==> src/hw/rtl/spm_pkg.sv <==
// Shared types and constants of the sparse polynomial add/multiply block.
// Holds the request and result item structs, op codes and register map.
// No dependencies.
package spm_pkg;

    localparam int MAX_DEGREE_DEF = 31;
    localparam int COEF_WIDTH_DEF = 32;

    localparam int IN_COEF_W  = 32;
    localparam int IN_DEG_W   = 5;
    localparam int RES_COEF_W = 32;
    localparam int RES_DEG_W  = 6;

    localparam int PADDR_W = 3;
    localparam int PDATA_W = 32;

    typedef enum logic [1:0] {
        OP_LOAD_FIRST  = 2'd0,
        OP_LOAD_SECOND = 2'd1,
        OP_FINISH      = 2'd2
    } t_op;

    typedef enum logic [PADDR_W-3:0] {
        REG_OPERATION_MODE = 1'b0
    } t_reg_idx;

    typedef struct packed {
        logic [1:0]                  op;
        logic signed [IN_COEF_W-1:0] coefficient;
        logic [IN_DEG_W-1:0]         degree;
    } t_in_item;

    typedef struct packed {
        logic signed [RES_COEF_W-1:0] result_coefficient;
        logic [RES_DEG_W-1:0]         result_degree;
        logic                         term_valid;
        logic                         last;
    } t_out_item;

    // Per-cycle control shared by the feeder and every cell.
    typedef struct packed {
        logic en;
        logic mode;
        logic clear;
    } t_step_ctl;

endpackage

==> src/hw/rtl/spm_cell.sv <==
// One cell of the product chain: holds one term of the first polynomial.
// Depends on spm_pkg for the step control struct.
module spm_cell
    import spm_pkg::*;
#(
    parameter int DATA_W  = 32,
    parameter bit IS_UNIT = 1'b0
) (
    input  logic              i_clk,
    input  logic              i_rst_n,
    input  t_step_ctl         i_ctl,
    input  logic              i_load,
    input  logic [DATA_W-1:0] i_coef,
    input  logic [DATA_W-1:0] i_x,
    input  logic              i_xp,
    input  logic [DATA_W-1:0] i_sum,
    input  logic              i_have,
    output logic [DATA_W-1:0] o_sum,
    output logic              o_have,
    output logic [DATA_W-1:0] o_coef,
    output logic              o_present
);

    logic [DATA_W-1:0] r_coef;
    logic              r_present;
    logic [DATA_W-1:0] r_prod;
    logic              r_pp;
    logic [DATA_W-1:0] r_sum;
    logic              r_have;

    logic [DATA_W-1:0] w_h;
    logic              w_hp;
    logic [DATA_W-1:0] w_mul;

    // In add mode the degree-zero cell acts as the constant polynomial one.
    assign w_h   = i_ctl.mode ? r_coef : DATA_W'(IS_UNIT);
    assign w_hp  = i_ctl.mode ? r_present : IS_UNIT;
    assign w_mul = w_h * i_x;

    always_ff @(posedge i_clk) begin
        if (i_load) begin
            r_coef <= i_coef;
        end
        if (i_ctl.en) begin
            r_prod <= w_mul;
        end
    end

    always_ff @(posedge i_clk) begin
        if (!i_rst_n) begin
            r_present <= 1'b0;
            r_pp      <= 1'b0;
            r_sum     <= '0;
            r_have    <= 1'b0;
        end else begin
            if (i_ctl.clear) begin
                r_present <= 1'b0;
            end else if (i_load) begin
                r_present <= 1'b1;
            end
            if (i_ctl.en) begin
                r_pp   <= w_hp & i_xp;
                r_sum  <= (r_pp ? r_prod : '0) + i_sum;
                r_have <= r_pp | i_have;
            end
        end
    end

    assign o_sum     = r_sum;
    assign o_have    = r_have;
    assign o_coef    = r_coef;
    assign o_present = r_present;

endmodule

==> config.mk <==
export PLATFORM = sky130hd
export DESIGN_NAME = spm_cell
export DESIGN_NICKNAME = d
export VERILOG_FILES = /design/src/hw/rtl/spm_pkg.sv /design/src/hw/rtl/spm_cell.sv
export SDC_FILE = /design/constraint.sdc
export NUM_CORES = 1
export LEC_CHECK = 0
export CORE_ASPECT_RATIO = 0.75
export CORE_MARGIN = 8
export CORE_UTILIZATION = 67
export DETAILED_ROUTE_END_ITERATION = 12
export DONT_BUFFER_PORTS = 1
export GPL_TIMING_DRIVEN = 0
export PLACE_DENSITY = 0.83
export REMOVE_ABC_BUFFERS = 1
export SETUP_SLACK_MARGIN = 0.15
export SYNTH_ARGS = -nofsm -noshare
export SYNTH_HDL_FRONTEND = slang
export SYNTH_SLANG_ARGS = --single-unit
==> constraint.sdc <==
create_clock -name i_clk -period 26.8 [get_ports i_clk]
set_input_delay 5.36 -clock i_clk [delete_from_list [all_inputs] [get_ports i_clk]]
set_output_delay 5.36 -clock i_clk [all_outputs]
set_load 0.005 [all_outputs]
; Word level (Yosys, flattened, before mapping)
; Cells that the tools add are included.
[totals]
regBits = 99
word_cells = 15
[classes]
n_mul = 1
bitwise = 3
mux = 3
addsub = 1
reduce_logical = 1
[ops]
columns = cell, n
row1 = $mux W32, 2
row2 = $add A32 B32 Y32, 1
row3 = $mul A32 B32 Y32, 1
row4 = $reduce_or A2 Y1, 1
row5 = $and A1 B1 Y1, 1
row6 = $mux W1, 1
row7 = $not A1 Y1, 1
row8 = $or A1 B1 Y1, 1

; Logic depth before layout (Yosys ltp)
[logic_depth]
word_depth = 2
mapped_depth = 31
depth_no_buf = 27

; Worst setup path after synthesis
; No wires, ideal clock.
[synth_timing]
path_type = in2reg
from = in i_ctl[1] in the netlist's numbering
to = reg r_prod[31] (data pin)
arrival_time_ns = 12.045
path_slack_ns = 14.495
required_time_ns = 26.540
setup_time_ns = 0.260
path_stages = 26
path_cell_list = buf_2 buf_2 clkbuf_1 clkbuf_1 and3_1 fa_1 fa_1 fa_1 inv_1 fa_1 inv_1 fa_1 inv_1 fa_1 inv_1 fa_1 fa_1 ha_1 a21o_1 a211oi_1 o211ai_1 and3b_1 o31ai_1 o21a_1 o21ai_0 xnor2_1
[synth_via]
elab_chain_cells = 2
[synth_rtl]
columns = element, line
row1 = from (decl), spm_cell.sv:11  ; input t_step_ctl i_ctl,
row2 = $mux W32, spm_cell.sv:36  ; assign w_h = i_ctl.mode ? r_coef : DATA_W'(IS_UNIT);
row3 = $mul A32 B32 Y32, spm_cell.sv:38  ; assign w_mul = w_h * i_x;
row4 = named net w_mul[31], spm_cell.sv:33  ; logic [DATA_W-1:0] w_mul;
row5 = to (signal assigned), spm_cell.sv:45  ; r_prod <= w_mul;
row6 = to (decl), spm_cell.sv:26  ; logic [DATA_W-1:0] r_prod;
; The timed path passes the listed nets, and every way through them passes these cells.
; A chain may end at the register's enable or synchronous reset.

; Worst setup path after layout
; Ends and elaborated chain as after synthesis.

==> flow_summary.ini <==
[clock_tree]
cts_num_sinks = 99
post_cts_resized = 0
htreeDepth = 3
clkTransAtPathRegs_ps = 70
hold_buffers = 0
clock_path_buffers = 2
cts_tree = done
clkLatencyLatePin_ps = 360
postCtsSetupBuffers = 0
cts_inserted_buffers = 9
root_buffer = clkbuf_16

[worst_setup_path]
endpoint_kind = register
required_ps = 26900
critPathMaxStageDelay_ps = 650
cp_max_fo = 328
crit_type = primary input to register
crit_chain = and2_1 > nand2_1 > fa_1 > inv_1 > fa_1 > fa_1 > inv_1 > fa_1 > inv_1 > fa_1 > inv_1 > fa_1 > inv_1 > fa_1 > fa_1 > ha_1 > a21o_1 > a211oi_1 > o211ai_1 > and3b_1 > o31ai_1 > o21a_1 > o21ai_0 > xnor2_1
startpoint = i_ctl[1]
start_kind = primary input
slowest_stage = and2_1
arrival_ps = 12920
r2r_slack_ps = 18190
cp_top_family = adder cells
crit_buf_inv = 5
cpMostUsedCell = fa_1
r2r_start = o_coef[2]

[synthesis]
postSynthCellCount = 2236
ys_types = 58
ys_seq_area_frac = 0.126
yosys.area.top_type = fa_1
syn_area_um2 = 20800
syn_avg_cell_area_um2 = 9.31
synth.area.top_cells = fa_1, ha_1, edfxtp_1, and3_1, inv_1
synth_edf_count = 64
yosys.area.top_type_share = 0.393
yosysWarnings = 0
synthArstFlopShare = 0
ys_ff_latch = 99
synth_flop_cell = edfxtp_1

[floorplan]
die_w_um = 219
initial_utilization = 0.673
fp.coreArea_um2 = 30900
row_count = 56
fp.dieH_um = 169
die_area_um2 = 37000
top_level_ports = 170

[drt]
final_antenna_net_count = 0
routed_wl_mm = 57.1
num_vias = 16000
drt-initial-drc-count = 1568
drt-wirelength-per-cell_um = 22.6
firstDrtPassIters = 5
post_drt_via_cell_ratio = 6.32
drc = 0

[power]
p_leak_nw = 10.8
ir_worst_vdd_v = 0.000199
power_density_nw_per_um2 = 131
power_w = 0.00276

[place]
gp_congestion = 0.943
place.port_buffers = 0
place_hpwl_mm = 44.7
place_inst = 2509
dp_slack_ps = 14010

[hold_path]
worstHoldStart = o_sum[1]
worst_hold_path_type = register to register

[global_route]
track_usage = 0.319
grt_pass1_wl_mm = 91.9
grt_start_max_net_pins = 329
antenna_found_initial = 7
grt-ovfl-total = 0
grt_pass1_vias = 17000

[sta]
finalWorstSetupSlack_ps = 13980
rsz0062_at_grt = no
tns_ps = 0
setup-violations-final = 0
worstMarginPinSlew_ps = 1340
finalHoldViolCount = 0
fin_skew_ps = 12.0
fmax_mhz = 78.0
slew_headroom = 0.106
finalCritPeriodShare = 0.478
fin_crit_ps = 12820
slew_violations = 0

[final_layout]
fin_cells = 2532
drive_gt1_frac = 0.0137
layout_common_cells = fa_1, inv_1, and3_1
fill_cells = 2340
final_common_cell = fa_1
nets = 2781
final_util = 0.684
syn_to_final_growth_pct = 1.56

[run_status]
status = finished, final reports clean

[job]
drv_cap = 0
metrics by stage:
step	hold WS (ps)	instance area, um^2
after floorplan	449	20300
after global placement	487	20800
after detailed placement	496	20800
after CTS	505	21100
after global routing	535	21100
final	504	21100
worst reg2reg max path: stages (launching register included):
cell and delay [ps]:
edfxtp_1 1240, and2_1 790, nand2_1 190, fa_1 440, fa_1 400, inv_1 70, fa_1 160, inv_1 50
fa_1 500, inv_1 50, fa_1 500, inv_1 60, fa_1 530, inv_1 50, fa_1 500, fa_1 430
ha_1 370, a21o_1 200, a211oi_1 280, o211ai_1 140, and3b_1 250, o31ai_1 600, o21a_1 270, o21ai_0 140
xnor2_1 150
report_power, final:
group	switching [W]	internal (W)
Combinational	0.00131	0.000994
Sequential	0.0000302	0.000303
Clock	0.0000629	0.0000654
Total	0.00140	0.00136
routing by layer:
| metal | GRT usage | part of all wire |
|---|---|---|
| met5 | 0 | 0 |
| met2 | 0.485 | 0.46 |
| met3 | 0.0840 | 0.12 |
| met1 | 0.436 | 0.38 |
| met4 | 0.120 | 0.035 |
synthesized netlist by cell type, drive strengths merged, types with 3 or more instances:
master  instances
fa            409
inv           407
and3          280
nand2         249
ha            154
clkbuf        123
xnor2          81
edfxtp         64
nand3          53
and2           52
nor2           50
a21oi          48
dfxtp          35
o21ai          33
xor2           30
a21o           25
a211oi         14
mux2i          13
nand2b         12
buf            11
nor3           11
a31oi          10
o21bai          8
nand4           7
nand3b          6
nor2b           6
o211ai          5
o21a            5
o31ai           5
or3             4
a311oi          3
area by class of cell:
cell class | count | area, um^2 | area share
Inverter | 407 | 1530 | 0.0723
Tap cell | 406 | 508 | 0.0240
Clock inverter | 7 | 62.6 | 0.00296
Clock buffer | 9 | 225 | 0.0107
Sequential cell | 99 | 2620 | 0.124
Antenna cell | 7 | 17.5 | 0.000829
Multi-Input combinational cell | 1596 | 16100 | 0.764
Timing Repair Buffer | 1 | 27.5 | 0.00130
worst paths after layout:
kind / depth (start not counted) / endpoint
setup reg to reg: 24 / r_prod[31]
setup / recovery: 24 / r_prod[31]
hold reg to reg: 2 / o_sum[1]
hold / removal: 2 / o_sum[1]
sequential cells by signal, summed over array words and instances, names as in the netlist:
| signal | flops |
|---|---|
| o_coef | 32 |
| o_have | 1 |
| o_sum | 32 |
| r_pp | 1 |
| r_prod | 32 |
| o_present | 1 |
logic make-up after synthesis:
family / count (synthesis) / share of synthesized area
simple gates: 737 / 0.183
fa+ha+maj: 563 / 0.486
buf+inv: 541 / 0.0982
compound gates: 170 / 0.0526
xor+xnor: 111 / 0.0467
flops: 99 / 0.126
mux: 15 / 0.00734
(Power assumes the default switching activity.)
