**config.mk**
```make
export PLATFORM = sky130hd
export DESIGN_NAME = spm_feed
export DESIGN_NICKNAME = d
export VERILOG_FILES = /design/src/hw/rtl/spm_pkg.sv /design/src/hw/rtl/spm_feed.sv
export SDC_FILE = /design/constraint.sdc
export NUM_CORES = 1
export LEC_CHECK = 0
export BUFFER_PORTS_ARGS = -buffer_cell sky130_fd_sc_hd__buf_4
export CAP_MARGIN = 10
export CORE_AREA = 2 2 444 446
export CTS_CLUSTER_DIAMETER = 100
export DETAILED_ROUTE_END_ITERATION = 7
export DIE_AREA = 0 0 446 448
export GPL_TIMING_DRIVEN = 0
export PLACE_DENSITY = 0.54
export SLEW_MARGIN = 15
export SYNTH_ARGS = -nofsm -noshare
export SYNTH_HDL_FRONTEND = slang
export SYNTH_SLANG_ARGS = --single-unit
```
**constraint.sdc**
```tcl
create_clock -name i_clk -period 8.6 [get_ports i_clk]
set_input_delay 0.86 -clock i_clk [delete_from_list [all_inputs] [get_ports i_clk]]
set_output_delay 0.86 -clock i_clk [all_outputs]
set_load 0.02 [all_outputs]
```
**src/hw/rtl/spm_pkg.sv**
```systemverilog
// Shared types and constants of the sparse polynomial add/multiply block.
// Holds the request and result item structs, op codes and register map.
// No dependencies.
package spm_pkg;

    localparam int MAX_DEGREE_DEF = 31;
    localparam int COEF_WIDTH_DEF = 32;

    localparam int IN_COEF_W  = 32;
    localparam int IN_DEG_W   = 5;
    localparam int RES_COEF_W = 32;
    localparam int RES_DEG_W  = 6;

    localparam int PADDR_W = 3;
    localparam int PDATA_W = 32;

    typedef enum logic [1:0] {
        OP_LOAD_FIRST  = 2'd0,
        OP_LOAD_SECOND = 2'd1,
        OP_FINISH      = 2'd2
    } t_op;

    typedef enum logic [PADDR_W-3:0] {
        REG_OPERATION_MODE = 1'b0
    } t_reg_idx;

    typedef struct packed {
        logic [1:0]                  op;
        logic signed [IN_COEF_W-1:0] coefficient;
        logic [IN_DEG_W-1:0]         degree;
    } t_in_item;

    typedef struct packed {
        logic signed [RES_COEF_W-1:0] result_coefficient;
        logic [RES_DEG_W-1:0]         result_degree;
        logic                         term_valid;
        logic                         last;
    } t_out_item;

    // Per-cycle control shared by the feeder and every cell.
    typedef struct packed {
        logic en;
        logic mode;
        logic clear;
    } t_step_ctl;

endpackage

```
**src/hw/rtl/spm_feed.sv**
```systemverilog
// Stream feeder: second polynomial store and the two-stage read pipe that
// forms the value broadcast to the cell chain. Depends on spm_pkg.
module spm_feed
    import spm_pkg::*;
#(
    parameter int DATA_W = 32,
    parameter int DEPTH  = 32,
    localparam int ADDR_W = $clog2(DEPTH)
) (
    input  logic              i_clk,
    input  logic              i_rst_n,
    input  t_step_ctl         i_ctl,
    input  logic              i_wr,
    input  logic [ADDR_W-1:0] i_wr_addr,
    input  logic [DATA_W-1:0] i_wr_data,
    input  logic              i_rd,
    input  logic [ADDR_W-1:0] i_rd_addr,
    input  logic [DATA_W-1:0] i_a_coef [DEPTH],
    input  logic [DEPTH-1:0]  i_a_pres,
    output logic [DATA_W-1:0] o_x,
    output logic              o_xp
);

    logic [DATA_W-1:0] mem [DEPTH];
    logic [DEPTH-1:0]  r_b_pres;

    logic [DATA_W-1:0] r_a;
    logic [DATA_W-1:0] r_b;
    logic              r_ap;
    logic              r_bp;
    logic [DATA_W-1:0] r_x;
    logic              r_xp;

    logic [DATA_W-1:0] w_ga;
    logic [DATA_W-1:0] w_gb;

    assign w_ga = r_ap ? r_a : '0;
    assign w_gb = r_bp ? r_b : '0;

    always_ff @(posedge i_clk) begin
        if (i_wr) begin
            mem[i_wr_addr] <= i_wr_data;
        end
        if (i_ctl.en) begin
            r_b <= mem[i_rd_addr];
            r_a <= i_a_coef[i_rd_addr];
            r_x <= i_ctl.mode ? w_gb : w_ga + w_gb;
        end
    end

    always_ff @(posedge i_clk) begin
        if (!i_rst_n) begin
            r_b_pres <= '0;
            r_ap     <= 1'b0;
            r_bp     <= 1'b0;
            r_xp     <= 1'b0;
        end else begin
            if (i_ctl.clear) begin
                r_b_pres <= '0;
            end else if (i_wr) begin
                r_b_pres[i_wr_addr] <= 1'b1;
            end
            if (i_ctl.en) begin
                r_ap <= i_rd & i_a_pres[i_rd_addr];
                r_bp <= i_rd & r_b_pres[i_rd_addr];
                r_xp <= i_ctl.mode ? r_bp : (r_ap | r_bp);
            end
        end
    end

    assign o_x  = r_x;
    assign o_xp = r_xp;

endmodule

```
# [Word-level counts from Yosys, hierarchy flattened]
# Memories as Yosys holds them, arrays and structs flattened. A register that Yosys moved wholly into a read port is not among the register bits.
# Index checks and enable logic that the tools add are counted.
# Widths: inputs -> output; s select.
[op_classes] multipliers=0 shift=0 n_eq_ne=0 muxes=15 reduce_logical=2 div=0 n_bitwise=6 magnitude_cmp=4 addsub=1
[op_table] op="$bmux 32 s5" count=1
[op_table] op="$mux 32" count=5
[op_table] op="$add 32x32->32" count=1
[op_table] op="$or 32x32->32" count=1
[op_table] op="$lt 5x6->1 const B" count=2
[op_table] op="$bmux 1 s5" count=2
[op_table] op="$ge 6x6->1 const B" count=1
[op_table] op="$mux 1" count=6
[op_table] op="$not 5->6" count=1
[op_table] op="$demux 1 s5" count=1
[op_table] op="$ge 5x1->1 const B" count=1
[op_table] op="$and 1x1->1" count=2
[op_table] op="$reduce_or 2->1" count=1
[op_table] op="$logic_and 1x1->1" count=1
[op_table] op="$not 1->1" count=1
[op_table] op="$or 1x1->1" count=1
[word_totals] in_bits=1105 elab_cells=35 mem_bits_ro=0 ff_bits=99 memories=1 ramBits=1024 latch_bits=0
[mem_list] name="mem" words=32 width=32 rd=1 rd_ports_with_merged_regs=1 wr=1 line="spm_feed.sv:24" source="logic [DATA_W-1:0] mem [DEPTH];"

# [Logic depth before layout (Yosys ltp)]
[depth] ltp_word=5 mapped_depth=12 ltp_nobuf=10

# [Least setup slack after synthesis]
# No wires, ideal clock.
[synth_timing] kind="input to register" startpoint="in i_wr_addr[1]" endpoint="mem mem[12][0] (enable)" stages=3 n_path_buf=1 t_arrival_ns=2.904 setup_slack_ns=5.273 t_required_ns=8.177 path_cell_list="or3b_2 clkbuf_1 nor2_1"
[synth_rtl] item="from (decl)" line="spm_feed.sv:14" source="input logic [ADDR_W-1:0] i_wr_addr,"
[synth_rtl] item="to (decl)" line="spm_feed.sv:24"
# Straight into the memory's write port.

# [Worst setup path after layout]
[layout_timing] startpoint="reg r_ap" endpoint="reg r_x[31] (netlist: o_x[31]), data pin"
[layout_between] elab_chain_len=3
[layout_lines] item="from (decl)" line="spm_feed.sv:29" source="logic r_ap;"
[layout_lines] item="from (signal assigned)" line="spm_feed.sv:64" source="r_ap <= i_rd & i_a_pres[i_rd_addr];"
[layout_lines] item="$mux 32" line="spm_feed.sv:37" source="assign w_ga = r_ap ? r_a : '0;"
[layout_lines] item="$add 32x32->32" line="spm_feed.sv:47" source="r_x <= i_ctl.mode ? w_gb : w_ga + w_gb;"
[layout_lines] item="$mux 32" line="spm_feed.sv:47"
[layout_lines] item="to (signal assigned)" line="spm_feed.sv:47"
[layout_lines] item="to (decl)" line="spm_feed.sv:31" source="logic [DATA_W-1:0] r_x;"
# Every way passes these cells.
# A chain may end at the register's enable or synchronous reset.

==> results_dict.tcl <==
set metrics [dict create \
    antenna_found_initial 118 \
    slew_viol_final 0 \
    dr.pass1.iters 6 \
    cts_tree "built" \
    met1_usage_pct 35.96 \
    path_max_fanout 10 \
    grt_pass1_vias 34860 \
    syn_avg_cell_area_um2 21.31 \
    cts_buffers 117 \
    setup_viol 0 \
    fin_util_pct 36.76 \
    grt_use_met3_pct 7.416 \
    power_per_cell_area_nw_per_um2 186.9 \
    grt_pass1_wl_um 367100 \
    hold_start "i_rst_n" \
    grt_usage_pct 28.59 \
    rsz0062_at_grt "false" \
    setup_tns_ns 0 \
    cp.arrival_ns 5.03 \
    via_per_inst 5.495 \
    yosys_warnings 0 \
    grt_util_met2_pct 46.49 \
    synth_edf_count 1120 \
    worstSetupEndpointType "flop" \
    post-cts-setup-buffer-count 0 \
    cp-startpoint "r_ap" \
    multi_input_area_um2 18760 \
    fin_crit_sh_pct 53.74 \
    postCtsHoldBufs 0 \
    final-hold-violation-count 0 \
    drive_gt1_share_pct 56.94 \
    path_clk_slew_ns 0.06 \
    ys_seq_area_share_pct 63.92 \
    vias 35930 \
    final.fill_count 18190 \
    yosys.area.top_type "edfxtp_1" \
    wl_per_cell_um 44.84 \
    grt_max_degree 102 \
    gp_congestion 0.9574 \
    layout.nets 4987 \
    clockBufferDepth 3 \
    fmax_ghz 0.2164 \
    drt-total-wl_um 293200 \
    place_ws_ns 3.778 \
    fin_skew_ns 0.03346 \
    worst_slew_pin_slew_ns 1.298 \
    synth_nets 3657 \
    ys_ff_latch 1155 \
    die_y_um 448 \
    fin_cells 6539 \
    slew_headroom_pct 12.53 \
    io_buffer_count 1131 \
    synth_flop_cell "edfxtp_1" \
    area_growth_pct 33.19 \
    async_reset_ff_share_pct 0 \
    die_area_um2 199800 \
    hold_ws_ns 0.4189 \
    status "complete, no violations" \
    grt.overflow.total 0 \
    layout_commonest_cell "buf_4" \
    cp-start-kind "flop" \
    path_class "reg2reg" \
    initial_core_util_pct 27.60 \
    synth_cell_type_count 57 \
    grt.busiest_layer "met2" \
    rr_startpoint "r_ap" \
    ant_nets 0 \
    syn_inst 2520 \
    regArea_um2 34330 \
    drv_cap 0 \
    hp-class "in2reg" \
    placedCellCount 6273 \
    cts.sinks 1155 \
    critPathRequiredTime_ns 9.01 \
    dp_hpwl_um 234800 \
    power_leakage_nw 24.80 \
    ir_drop_mv 0.1554 \
    worst_slack_ns 3.979 \
    final_cell_mix "1134 x buf_4, 1120 x edfxtp_1, 659 x mux4_2" \
    remaining_drc_errors 0 \
    layout_min_cycle_time_ns 4.621 \
    num_rows 162 \
    cts.repair.resized 0 \
    coreArea_um2 194600 \
    synth_area_leaders "edfxtp_1 63%, mux4_2 28%, mux2_2 1.4%" \
    synth_top_area_share_pct 62.62 \
    clk_latency_ns 0.75 \
    syn-cell-area_um2 53710 \
    htreeDepth 3 \
    die_w_um 446 \
    root_buffer "clkbuf_16" \
    dr.first_iter.drc_count 4562 \
    io_pins 1138 \
]
critical path, stage by stage, from the launching register on:
cell       delay, ns
dfxtp_1         0.87
clkbuf_1        0.37
and2_1          0.19
ha_1            0.30
a21oi_1         0.33
o21bai_1        0.18
a221oi_1        0.61
a211oi_1        0.24
a2111oi_0       0.34
nor3_1          0.17
xnor2_1         0.66
area by class of cell:
cell class	count	share of cell area (%)
Antenna cell	49	0.1714
Timing Repair Buffer	1211	14.53
Clock inverter	70	1.004
Tap cell	2542	4.446
Clock buffer	147	4.366
Multi-Input combinational cell	1176	26.22
Inverter	9	0.04722
Buffer	180	1.214
Sequential cell	1155	47.99
sequential cells by signal, indices dropped and copies added (netlist names):
| signal | flops |
|---|---|
| r_ap | 1 |
| r_a | 32 |
| o_xp | 1 |
| r_b_pres | 32 |
| r_bp | 1 |
| mem | 1024 |
| r_b | 32 |
| o_x | 32 |
cell usage after synthesis (6+ instances only):
library cell	count
mux2i_1	7
dfxtp_1	35
and2_1	63
a21oi_1	27
a21o_1	12
nand3_1	10
buf_2	54
mux2_2	68
a211oi_1	6
buf_6	11
buf_1	15
xnor2_1	16
xor2_1	8
nor2_1	51
o21a_1	34
inv_1	9
mux4_2	659
ha_1	31
o21ai_0	35
clkbuf_1	99
nand2_1	59
edfxtp_1	1120
o21bai_1	9
through the flow:
step	total power, mW	area, µm²
after floorplan	7.148	53710
after global placement	8.275	65380
after detailed placement	8.325	67570
after CTS	13.42	71410
after global routing	13.68	71490
final	13.37	71540
path summary, 6_finish.rpt:
path / to / slack (ns) / cells past startpoint
setup / recovery: o_x[31] / 3.98 / 10
hold / removal: r_ap / 0.42 / 2
hold reg to reg: r_b_pres[30] / 0.46 / 1
setup reg to reg: o_x[31] / 3.98 / 10
layer usage:
layer / wire length, µm / share of wire [%]
met2: 141000 / 48
met4: 14250 / 4.9
met1: 110700 / 38
met5: 428 / 0.15
met3: 26780 / 9.1
power by group:
part	total, mW	internal, mW	switching [mW]
Sequential	6.33	6.29	0.0444
Combinational	1.90	0.881	1.02
Clock	5.13	2.91	2.23
kinds of logic after synthesis:
logic type / count (synthesis) / share of synthesized area, %
XOR/XNOR: 24 / 0.3913
AND/OR/NAND/NOR: 226 / 2.138
adder cells (fa/ha/maj): 32 / 0.7594
multiplexers: 734 / 29.19
buffers and inverters: 189 / 1.607
AO/OA/AOI/OAI: 160 / 1.994
flip-flops: 1155 / 63.92
No activity file was read; power rests on OpenSTA's default activity.
